### src/rtl/wmrm_pkg.sv
// Package for the windowed mismatch rate monitor.
// Shared constants, decision and register codes, and the configuration struct.
// No dependencies.
`default_nettype none

package wmrm_pkg;

  localparam int WINDOW_DEF = 256;
  localparam int MID_DEPTH  = 2;
  localparam int OUT_DEPTH  = 4;

  localparam int OUT_CW    = 9;   // width of the reported counts
  localparam int DEC_W     = 3;
  localparam int MIN_W     = 13;  // observation / mismatch minimums
  localparam int RATE_W    = 17;  // Q1.16 rate thresholds, below 2.0
  localparam int FRAC_W    = 16;
  localparam int CFG_IDX_W = 3;
  localparam int CFG_DW    = 17;

  localparam logic [RATE_W-1:0] ONE_Q16 = RATE_W'(65536);

  typedef enum logic [DEC_W-1:0] {
    DEC_INSUFFICIENT = 3'd0,
    DEC_ACTIVATE     = 3'd1,
    DEC_REJECT       = 3'd2,
    DEC_REOPEN       = 3'd3,
    DEC_HEALTHY      = 3'd4
  } dec_t;

  typedef enum logic [CFG_IDX_W-1:0] {
    CFG_LIVE_PHASE      = 3'd0,
    CFG_SHADOW_MIN_OBS  = 3'd1,
    CFG_ACT_MAX_RATE    = 3'd2,
    CFG_LIVE_MIN_OBS    = 3'd3,
    CFG_REOPEN_MIN_MM   = 3'd4,
    CFG_REOPEN_RATE     = 3'd5
  } cfg_idx_t;

  typedef struct packed {
    logic              live_phase;
    logic [MIN_W-1:0]  shadow_min_obs;
    logic [RATE_W-1:0] act_max_rate;
    logic [MIN_W-1:0]  live_min_obs;
    logic [MIN_W-1:0]  reopen_min_mm;
    logic [RATE_W-1:0] reopen_rate;
  } cfg_t;

endpackage

`default_nettype wire

### src/rtl/wmrm_queue.sv
// Small first-in first-out queue with registered storage.
// Used between front and back and as the result queue. Depends on nothing.
`default_nettype none

module wmrm_queue #(
  parameter int WIDTH = 8,
  parameter int DEPTH = 2
) (
  input  logic                         clk,
  input  logic                         rst_n,
  input  logic                         push,
  input  logic [WIDTH-1:0]             wdata,
  input  logic                         pop,
  output logic [WIDTH-1:0]             rdata,
  output logic                         empty,
  output logic                         full,
  output logic [$clog2(DEPTH+1)-1:0]   level
);

  localparam int AW = (DEPTH > 1) ? $clog2(DEPTH) : 1;
  localparam int LW = $clog2(DEPTH + 1);

  logic [WIDTH-1:0] mem_r [DEPTH];
  logic [AW-1:0]    wr_ptr_r, wr_ptr_nxt;
  logic [AW-1:0]    rd_ptr_r, rd_ptr_nxt;
  logic [LW-1:0]    level_r, level_nxt;
  logic             do_push, do_pop;

  assign empty   = (level_r == '0);
  assign full    = (level_r == LW'(DEPTH));
  assign level   = level_r;
  assign rdata   = mem_r[rd_ptr_r];
  assign do_push = push && !full;
  assign do_pop  = pop && !empty;

  always_comb begin
    wr_ptr_nxt = wr_ptr_r;
    rd_ptr_nxt = rd_ptr_r;
    level_nxt  = level_r;
    if (do_push) begin
      wr_ptr_nxt = (wr_ptr_r == AW'(DEPTH - 1)) ? '0 : wr_ptr_r + 1'b1;
    end
    if (do_pop) begin
      rd_ptr_nxt = (rd_ptr_r == AW'(DEPTH - 1)) ? '0 : rd_ptr_r + 1'b1;
    end
    if (do_push && !do_pop) begin
      level_nxt = level_r + 1'b1;
    end else if (do_pop && !do_push) begin
      level_nxt = level_r - 1'b1;
    end
  end

  always_ff @(posedge clk) begin
    if (!rst_n) begin
      wr_ptr_r <= '0;
      rd_ptr_r <= '0;
      level_r  <= '0;
    end else begin
      wr_ptr_r <= wr_ptr_nxt;
      rd_ptr_r <= rd_ptr_nxt;
      level_r  <= level_nxt;
    end
  end

  always_ff @(posedge clk) begin
    if (do_push) begin
      mem_r[wr_ptr_r] <= wdata;
    end
  end

endmodule

`default_nettype wire

### src/rtl/wmrm_front.sv
// Front end: takes observations, keeps the mismatch ring and window counts.
// Emits updated counts per observation. No package dependencies.
`default_nettype none

module wmrm_front #(
  parameter int WINDOW = 256
) (
  input  logic                          clk,
  input  logic                          rst_n,
  input  logic                          accept,
  input  logic                          expected_bit,
  input  logic                          actual_bit,
  output logic [$clog2(WINDOW+1)-1:0]   obs_nxt,
  output logic [$clog2(WINDOW+1)-1:0]   mm_nxt
);

  localparam int WAW = (WINDOW > 1) ? $clog2(WINDOW) : 1;
  localparam int CW  = $clog2(WINDOW + 1);

  logic           ring_r [WINDOW];
  logic [WAW-1:0] wptr_r, wptr_nxt;
  logic [WAW-1:0] raddr;
  logic           old_bit_r;   // always holds ring_r[wptr_r]
  logic [CW-1:0]  fill_r, fill_nxt;
  logic [CW-1:0]  mm_r, mm_nxt_int;
  logic           bit_in;
  logic           full_win;
  logic           drop_bit;

  assign bit_in   = expected_bit ^ actual_bit;
  assign full_win = (fill_r == CW'(WINDOW));
  assign drop_bit = full_win && old_bit_r;

  always_comb begin
    wptr_nxt   = wptr_r;
    fill_nxt   = fill_r;
    mm_nxt_int = mm_r;
    if (accept) begin
      wptr_nxt   = (wptr_r == WAW'(WINDOW - 1)) ? '0 : wptr_r + 1'b1;
      fill_nxt   = full_win ? fill_r : fill_r + 1'b1;
      mm_nxt_int = mm_r - CW'(drop_bit) + CW'(bit_in);
    end
  end

  assign obs_nxt = fill_nxt;
  assign mm_nxt  = mm_nxt_int;
  assign raddr   = !rst_n ? '0 : wptr_nxt;

  always_ff @(posedge clk) begin
    if (!rst_n) begin
      wptr_r <= '0;
      fill_r <= '0;
      mm_r   <= '0;
    end else begin
      wptr_r <= wptr_nxt;
      fill_r <= fill_nxt;
      mm_r   <= mm_nxt_int;
    end
  end

  // ring entries are only read once the window has filled, so no clearing pass
  always_ff @(posedge clk) begin
    if (accept) begin
      ring_r[wptr_r] <= bit_in;
    end
    if (accept && (raddr == wptr_r)) begin
      old_bit_r <= bit_in;
    end else begin
      old_bit_r <= ring_r[raddr];
    end
  end

endmodule

`default_nettype wire

### src/rtl/wmrm_back.sv
// Back end: multiplies threshold by count, then compares and forms the decision.
// Depends on wmrm_pkg.
`default_nettype none

module wmrm_back #(
  parameter int WINDOW = 256
) (
  input  logic                                         clk,
  input  logic                                         rst_n,
  input  wmrm_pkg::cfg_t                               cfg,
  input  logic                                         src_valid,
  input  logic [$clog2(WINDOW+1)-1:0]                  src_obs,
  input  logic [$clog2(WINDOW+1)-1:0]                  src_mm,
  output logic                                         src_pop,
  input  logic [$clog2(wmrm_pkg::OUT_DEPTH+1)-1:0]     dst_level,
  output logic                                         dst_push,
  output logic [wmrm_pkg::OUT_CW-1:0]                  dst_obs,
  output logic [wmrm_pkg::OUT_CW-1:0]                  dst_mm,
  output wmrm_pkg::dec_t                               dst_dec
);

  localparam int CW   = $clog2(WINDOW + 1);
  localparam int PW   = wmrm_pkg::RATE_W + CW;
  localparam int CMPW = (CW > wmrm_pkg::MIN_W) ? CW : wmrm_pkg::MIN_W;
  localparam int LW   = $clog2(wmrm_pkg::OUT_DEPTH + 1);

  logic                          a_v_r;
  logic [CW-1:0]                 a_obs_r;
  logic [CW-1:0]                 a_mm_r;
  logic [PW-1:0]                 a_prod_r, prod_nxt;
  logic                          a_short_r, short_nxt;
  logic                          a_mok_r, mok_nxt;
  logic                          a_live_r;
  logic [wmrm_pkg::RATE_W-1:0]   thr;
  logic [wmrm_pkg::MIN_W-1:0]    obs_min;
  logic [PW-1:0]                 m_scaled;
  logic                          rate_le, rate_ge;
  logic [LW:0]                   committed;

  // result queue slots already spoken for
  assign committed = (LW+1)'(dst_level) + (LW+1)'(a_v_r);
  assign src_pop   = src_valid && (committed < (LW+1)'(wmrm_pkg::OUT_DEPTH));

  always_comb begin
    thr       = cfg.live_phase ? cfg.reopen_rate : cfg.act_max_rate;
    obs_min   = cfg.live_phase ? cfg.live_min_obs : cfg.shadow_min_obs;
    prod_nxt  = PW'(thr) * PW'(src_obs);
    short_nxt = CMPW'(src_obs) < CMPW'(obs_min);
    mok_nxt   = CMPW'(src_mm) >= CMPW'(cfg.reopen_min_mm);
  end

  always_ff @(posedge clk) begin
    if (!rst_n) begin
      a_v_r <= 1'b0;
    end else begin
      a_v_r <= src_pop;
    end
  end

  always_ff @(posedge clk) begin
    if (src_pop) begin
      a_obs_r   <= src_obs;
      a_mm_r    <= src_mm;
      a_prod_r  <= prod_nxt;
      a_short_r <= short_nxt;
      a_mok_r   <= mok_nxt;
      a_live_r  <= cfg.live_phase;
    end
  end

  assign m_scaled = PW'(a_mm_r) << wmrm_pkg::FRAC_W;
  assign rate_le  = m_scaled <= a_prod_r;
  assign rate_ge  = m_scaled >= a_prod_r;

  always_comb begin
    if (a_short_r) begin
      dst_dec = wmrm_pkg::DEC_INSUFFICIENT;
    end else if (!a_live_r) begin
      dst_dec = rate_le ? wmrm_pkg::DEC_ACTIVATE : wmrm_pkg::DEC_REJECT;
    end else begin
      dst_dec = (a_mok_r && rate_ge) ? wmrm_pkg::DEC_REOPEN : wmrm_pkg::DEC_HEALTHY;
    end
  end

  assign dst_push = a_v_r;
  assign dst_obs  = wmrm_pkg::OUT_CW'(a_obs_r);
  assign dst_mm   = wmrm_pkg::OUT_CW'(a_mm_r);

endmodule

`default_nettype wire

### src/rtl/windowed_mismatch_rate_monitor_unit.sv
// Top level of the windowed mismatch rate monitor: configuration registers,
// front end, count queue, back end and result queue.
// Depends on wmrm_pkg, wmrm_queue, wmrm_front and wmrm_back.
//
// Usage:
//   Input queue side: drive in_expected_bit/in_actual_bit with in_push; the
//   observation is taken at an edge where in_push is high and in_full low.
//   Result queue side: while out_empty is low the oldest result is on the
//   out_ ports; it is taken at an edge where out_pop is high.
//   Each observation gives one result: counts in the window after it and the
//   audit decision under the current phase.
//   A result passes the count queue, the back-end register and the result queue.
//   Throughput: one observation per cycle while in_full is low, set by the ring
//   update (one memory write, one prefetched read per cycle) and one 17 x 9 multiply.
//   Stall: a held result backs up the four-entry result queue, then the
//   two-entry count queue, and then in_full rises.
//   Reset: counts, pointers and queues clear synchronously; the ring is not
//   swept, its entries are used only once the window has filled.
//   Configuration: write with cfg_we/cfg_index/cfg_data while idle; writes to
//   unknown indexes are dropped.
`default_nettype none

module windowed_mismatch_rate_monitor_unit #(
  parameter int WINDOW = wmrm_pkg::WINDOW_DEF
) (
  input  logic                             clk,
  input  logic                             rst_n,
  input  logic                             in_push,
  input  logic                             in_expected_bit,
  input  logic                             in_actual_bit,
  output logic                             in_full,
  output logic                             out_empty,
  input  logic                             out_pop,
  output logic [wmrm_pkg::OUT_CW-1:0]      out_observed_count,
  output logic [wmrm_pkg::OUT_CW-1:0]      out_mismatch_count,
  output logic [wmrm_pkg::DEC_W-1:0]       out_decision,
  input  logic                             cfg_we,
  input  logic [wmrm_pkg::CFG_IDX_W-1:0]   cfg_index,
  input  logic [wmrm_pkg::CFG_DW-1:0]      cfg_data
);

  localparam int CW  = $clog2(WINDOW + 1);
  localparam int RW  = 2 * wmrm_pkg::OUT_CW + wmrm_pkg::DEC_W;
  localparam int OLW = $clog2(wmrm_pkg::OUT_DEPTH + 1);

  wmrm_pkg::cfg_t  cfg_r, cfg_nxt;
  logic            accept;
  logic [CW-1:0]   f_obs, f_mm;
  logic [CW-1:0]   q_obs, q_mm;
  logic            q_empty, q_pop;
  logic [OLW-1:0]  o_level;
  logic            r_push;
  logic [wmrm_pkg::OUT_CW-1:0] r_obs, r_mm;
  wmrm_pkg::dec_t  r_dec;
  logic [RW-1:0]   r_head;

  always_comb begin
    cfg_nxt = cfg_r;
    if (cfg_we) begin
      case (cfg_index)
        wmrm_pkg::CFG_LIVE_PHASE:     cfg_nxt.live_phase     = cfg_data[0];
        wmrm_pkg::CFG_SHADOW_MIN_OBS: cfg_nxt.shadow_min_obs = cfg_data[wmrm_pkg::MIN_W-1:0];
        wmrm_pkg::CFG_ACT_MAX_RATE:   cfg_nxt.act_max_rate   = cfg_data;
        wmrm_pkg::CFG_LIVE_MIN_OBS:   cfg_nxt.live_min_obs   = cfg_data[wmrm_pkg::MIN_W-1:0];
        wmrm_pkg::CFG_REOPEN_MIN_MM:  cfg_nxt.reopen_min_mm  = cfg_data[wmrm_pkg::MIN_W-1:0];
        wmrm_pkg::CFG_REOPEN_RATE:    cfg_nxt.reopen_rate    = cfg_data;
        default:                      cfg_nxt = cfg_r;
      endcase
    end
  end

  always_ff @(posedge clk) begin
    if (!rst_n) begin
      cfg_r <= '{live_phase: 1'b0, shadow_min_obs: '0, act_max_rate: '0,
                 live_min_obs: '0, reopen_min_mm: '0,
                 reopen_rate: wmrm_pkg::ONE_Q16};
    end else begin
      cfg_r <= cfg_nxt;
    end
  end

  assign accept = in_push && !in_full;

  wmrm_front #(.WINDOW(WINDOW)) u_front (
    .clk          (clk),
    .rst_n        (rst_n),
    .accept       (accept),
    .expected_bit (in_expected_bit),
    .actual_bit   (in_actual_bit),
    .obs_nxt      (f_obs),
    .mm_nxt       (f_mm)
  );

  wmrm_queue #(.WIDTH(2 * CW), .DEPTH(wmrm_pkg::MID_DEPTH)) u_mid_q (
    .clk   (clk),
    .rst_n (rst_n),
    .push  (accept),
    .wdata ({f_obs, f_mm}),
    .pop   (q_pop),
    .rdata ({q_obs, q_mm}),
    .empty (q_empty),
    .full  (in_full),
    .level ()
  );

  wmrm_back #(.WINDOW(WINDOW)) u_back (
    .clk       (clk),
    .rst_n     (rst_n),
    .cfg       (cfg_r),
    .src_valid (!q_empty),
    .src_obs   (q_obs),
    .src_mm    (q_mm),
    .src_pop   (q_pop),
    .dst_level (o_level),
    .dst_push  (r_push),
    .dst_obs   (r_obs),
    .dst_mm    (r_mm),
    .dst_dec   (r_dec)
  );

  wmrm_queue #(.WIDTH(RW), .DEPTH(wmrm_pkg::OUT_DEPTH)) u_out_q (
    .clk   (clk),
    .rst_n (rst_n),
    .push  (r_push),
    .wdata ({r_obs, r_mm, r_dec}),
    .pop   (out_pop),
    .rdata (r_head),
    .empty (out_empty),
    .full  (),
    .level (o_level)
  );

  assign out_observed_count = r_head[RW-1 -: wmrm_pkg::OUT_CW];
  assign out_mismatch_count = r_head[wmrm_pkg::DEC_W +: wmrm_pkg::OUT_CW];
  assign out_decision       = r_head[wmrm_pkg::DEC_W-1:0];

endmodule

`default_nettype wire

### config.mk
export PLATFORM = sky130hd
export DESIGN_NAME = windowed_mismatch_rate_monitor_unit
export DESIGN_NICKNAME = d
export VERILOG_FILES = /design/src/rtl/wmrm_pkg.sv /design/src/rtl/wmrm_queue.sv /design/src/rtl/wmrm_front.sv /design/src/rtl/wmrm_back.sv /design/src/rtl/windowed_mismatch_rate_monitor_unit.sv
export SDC_FILE = /design/constraint.sdc
export NUM_CORES = 1
export LEC_CHECK = 0
export BUFFER_PORTS_ARGS = -buffer_cell sky130_fd_sc_hd__buf_2
export CORE_ASPECT_RATIO = 0.6
export CORE_MARGIN = 2
export CORE_UTILIZATION = 50
export DETAILED_ROUTE_END_ITERATION = 8
export PLACE_DENSITY = 0.7
export SETUP_SLACK_MARGIN = 0.5
export SLEW_MARGIN = 30
export SYNTH_ARGS = -nofsm -noshare
export SYNTH_HDL_FRONTEND = slang
export SYNTH_HIERARCHICAL = 1
export SYNTH_SLANG_ARGS = --single-unit
### constraint.sdc
create_clock -name clk -period 10.4 [get_ports clk]
set_input_delay 1.04 -clock clk [delete_from_list [all_inputs] [get_ports clk]]
set_output_delay 1.04 -clock clk [all_outputs]
set_load 0.01 [all_outputs]
==> summary.md <==
| Metric | Value |
|---|---|
| Crit-path most repeated cell | fa_1 |
| Post-DRT Antenna Nets | 0 |
| WP depth | 15 |
| Layout cells sized above 1 | 12.39% |
| Iteration-0 DRC Markers | 2152 |
| Die area | 0.05791 mm^2 |
| Post-route clock period utilization | 58.34% |
| Synth unique cells | 83 |
| Status | finished, final reports clean |
| CP Buf/Inv Count | 2 |
| Startpoint types | register |
| PostCTS Resize Cnt | 0 |
| Largest area contributor in the netlist | edfxtp_1 |
| Post-Syn Instances | 2219 |
| Gpl congestion | 0.9057 |
| Worst hold path endpoint | cfg_r[59]$_SDFFE_PN0P_ |
| Worst-Skew Late Latency | 0.59 ns |
| CTS Buf Count | 48 |
| Wirelength per Cell | 22.17 um |
| Slew @ Worst Pin | 1.134 ns |
| Hold Fails Final Rpt | 0 |
| Placement Setup Slack | 4.418 ns |
| Final WS setup | 4.332 ns |
| Setup violators final | 0 |
| Sequential Power Share | 46.8% |
| Switch Pwr | 1831 uW |
| Clock Power Share | 30.6% |
| Cell family with most CP delay | adder cells |
| Max-Cap Viols | 0 |
| Clk root buf | clkbuf_16 |
| Worst Reg-to-Reg Cells | 15 |
| Syn nets | 2448 |
| TritonRoute pass-1 iters | 6 |
| Yosys reg bits | 538 |
| Layout overhead on the synthesized area | 8.572% |
| Worst hold path type | reg2reg |
| Drc violations | 0 |
| Final wirelength | 66.77 mm |
| Crit path time final | 6.068 ns |
| Critical-path cell list | mux2_2 -> and2_1 -> fa_1 -> fa_1 -> fa_1 -> inv_1 -> fa_1 -> inv_1 -> ha_1 -> a21oi_2 -> o21ai_1 -> a221oi_2 -> o211ai_2 -> a31oi_2 -> xnor2_1 |
| Synthesized cell area | 0.02797 mm^2 |
| Via/cell ratio | 5.761 |
| GRT Residual Overflow | 0 |
| Top_reg_cell synth | edfxtp_1 |
| Clock Path Buffers | 3 |
| Hold depth | 2 |
| Comb pwr share | 22.6% |
| Slowest library cell on the worst path | dfxtp_1 |
| CP arrival | 6.39 ns |
| Port bufs | 49 |
| Worst EP required | 10.72 ns |
| First-pass GRT wire length | 101.6 mm |
| Net Sw Frac | 30.04% |
| Pins over their slew limit | 0 |
| Sequential share of the synthesized area | 53.65% |
| Setup Skew | 0.03620 ns |
| CTS tree | done |
| FILL cells | 4503 |
| Crit Path Class | reg2reg |
| Number of antenna violations at the first check in global routing | 4 |
| Pleak | 0.01129 uW |
| Cells after DPL | 2921 |
| VDD IR max | 0.1183 mV |
| Vias | 17350 |
| Vias in the first global route | 16990 |
| Worst-path fanout max | 19 |
| RR Endpoint | u_back/a_prod_r[25]$_DFFE_PP_ |
| Fmax | 164.8 MHz |
| Clock Sinks | 538 |
| Ports | 50 |
| Post-CTS setup repair buffer count | 0 |
| Critical Path End Type | register |
| Syn avg cell area | 12.60 um^2 |
| Nets | 2441 |
| CP max stage delay | 0.90 ns |
| RSZ-0062 raised after global routing | no |
| Synth area leaders | edfxtp_1 45%, dfxtp_1 8.2%, fa_1 7.7% |
| Die width | 309.3 um |
| Commonest cells in the netlist | 423 x edfxtp_1, 284 x nor2_1, 217 x nand2_1 |
| Cell row count | 67 |
| Yosys warns | 6 |
| Worst reg-to-reg setup slack | 4.33 ns |
| Detailed Place HPWL | 46.79 mm |
| Pint | 4262 uW |
| Post-cts hold buffer count | 0 |
| Clock transition at path regs | 0.07 ns |
| Most common cell in the netlist | edfxtp_1 |
| Die H | 187.2 um |
| Pwr Density | 200.6 mW/mm^2 |
| GRT Util Overall | 23.27% |
| Relative slew margins | 24.41% |
| Setup TNS Final | 0 ns |
| Post-synth EDFFs | 423 |
| Async set-reset flop share out of synthesis | 0% |
| Largest net degree at the start of global routing | 257 |
| Core area | 0.05558 mm^2 |
| Hold_sp | cfg_r[59]$_SDFFE_PN0P_ |
| Final Non-Filler Cells | 3012 |
| Top cell type's share of synthesized area | 45.42% |
| H-tree levels | 2 |
| Initial core utilization | 50.32% |
[cells by family after synthesis]
kind of cell	Yosys count	synth area share, %
buf+inv	288	4.478
compound gates	159	3.928
flops	538	53.65
mux	233	12.20
fa+ha+maj	202	11.94
simple gates	754	12.40
xor+xnor	45	1.409
[layout by cell type, fill, tap and decap left out, types with 8 or more instances in the layout]
cell,Yosys,final
a211oi_1,8,8
a21o_1,17,17
a21oi_1,39,39
and2_1,124,120
buf_2,22,48
buf_4,12,12
clkbuf_1,66,12
clkbuf_16,0,50
clkinv_1,0,9
dfxtp_1,115,111
edfxtp_1,423,423
fa_1,108,108
ha_1,94,94
inv_1,167,167
mux2_2,36,36
mux2i_1,116,116
mux4_2,75,75
nand2_1,217,216
nand3_1,42,42
nand4_1,13,13
nor2_1,284,284
nor2b_1,23,22
nor3_1,8,8
o21ai_0,23,23
xnor2_1,31,31
xor2_1,14,13
[power by group through the flow]
stage          registers, uW  clock network, uW  logic [uW]
2_1_floorplan           2790                  0         982
3_3_place_gp            2890                  0        1310
3_5_place_dp            2900                  0        1360
4_1_cts                 2850               1890        1370
5_1_grt                 2880               1980        1510
6_report                2850               1860        1380
[area by class of cell]
class,instances,area [um^2],share of cell area (%)
antenna,2,5.005,0.01648
clock buffer,64,1324,4.359
clock inverter,25,315.3,1.038
inverter,170,638.1,2.101
multi-input combinational,1393,11770,38.76
sequential,538,15010,49.45
tap,759,949.7,3.127
timing repair buffer,61,350.3,1.154
[flip-flops by register name, summed over array words and instances, names as in the netlist, 2 cells and up, named ones only]
name              flops
u_mid_q/mem_r        36
u_out_q/level         3
u_out_q/rd_ptr_r      2
u_back/a_prod_r      26
u_front/wptr_r        8
u_front/ring_r      256
u_front/fill_r        9
u_out_q/wr_ptr_r      2
u_out_q/mem_r        84
u_front/mm_r          9
u_mid_q/level         2
u_back/dst_obs        9
cfg_r                74
u_back/dst_mm         9
[per-stage QoR]
step                hold slack, ns  cell area, um^2  total power (uW)  utilization [%]
global route                0.4785            30370              6372            54.63
floorplan                   0.4247            27980              3771                -
detailed placement          0.4465            28710              4260            51.65
CTS                         0.4611            30350              6114            54.60
finish                      0.4582            30370              6093            54.63
global placement            0.4405            28700              4200            51.64
[worst max-delay path by stage]
stage                           startpoint                       endpoint  slack [ns]
floorplan                    in_actual_bit  u_mid_q/mem_r[0][8]$_DFFE_PP_        2.96
global route                      register  u_back/a_prod_r[23]$_DFFE_PP_        4.09
finish                            register  u_back/a_prod_r[25]$_DFFE_PP_        4.33
CTS                               register  u_back/a_prod_r[25]$_DFFE_PP_        4.40
global placement    cfg_r[73]$_SDFFE_PN0P_  u_back/a_prod_r[25]$_DFFE_PP_        4.52
detailed placement                register  u_back/a_prod_r[25]$_DFFE_PP_        4.42
[layer usage]
metal / share of wire (%) / vias up / global-route usage (%)
met5: 0.012 / - / 0
met4: 1.4 / 2 / 3.678
met3: 14 / 88 / 9.030
met2: 40 / 870 / 30.85
met1: 45 / 8660 / 36.43
li1: - / 7731 / -
[worst min-delay path, stage by stage (launching register included)]
cell and delay, ns:
dfxtp_1 0.31, nand2_1 0.05, mux2i_1 0.05
Power figures use the tool's default switching activity.
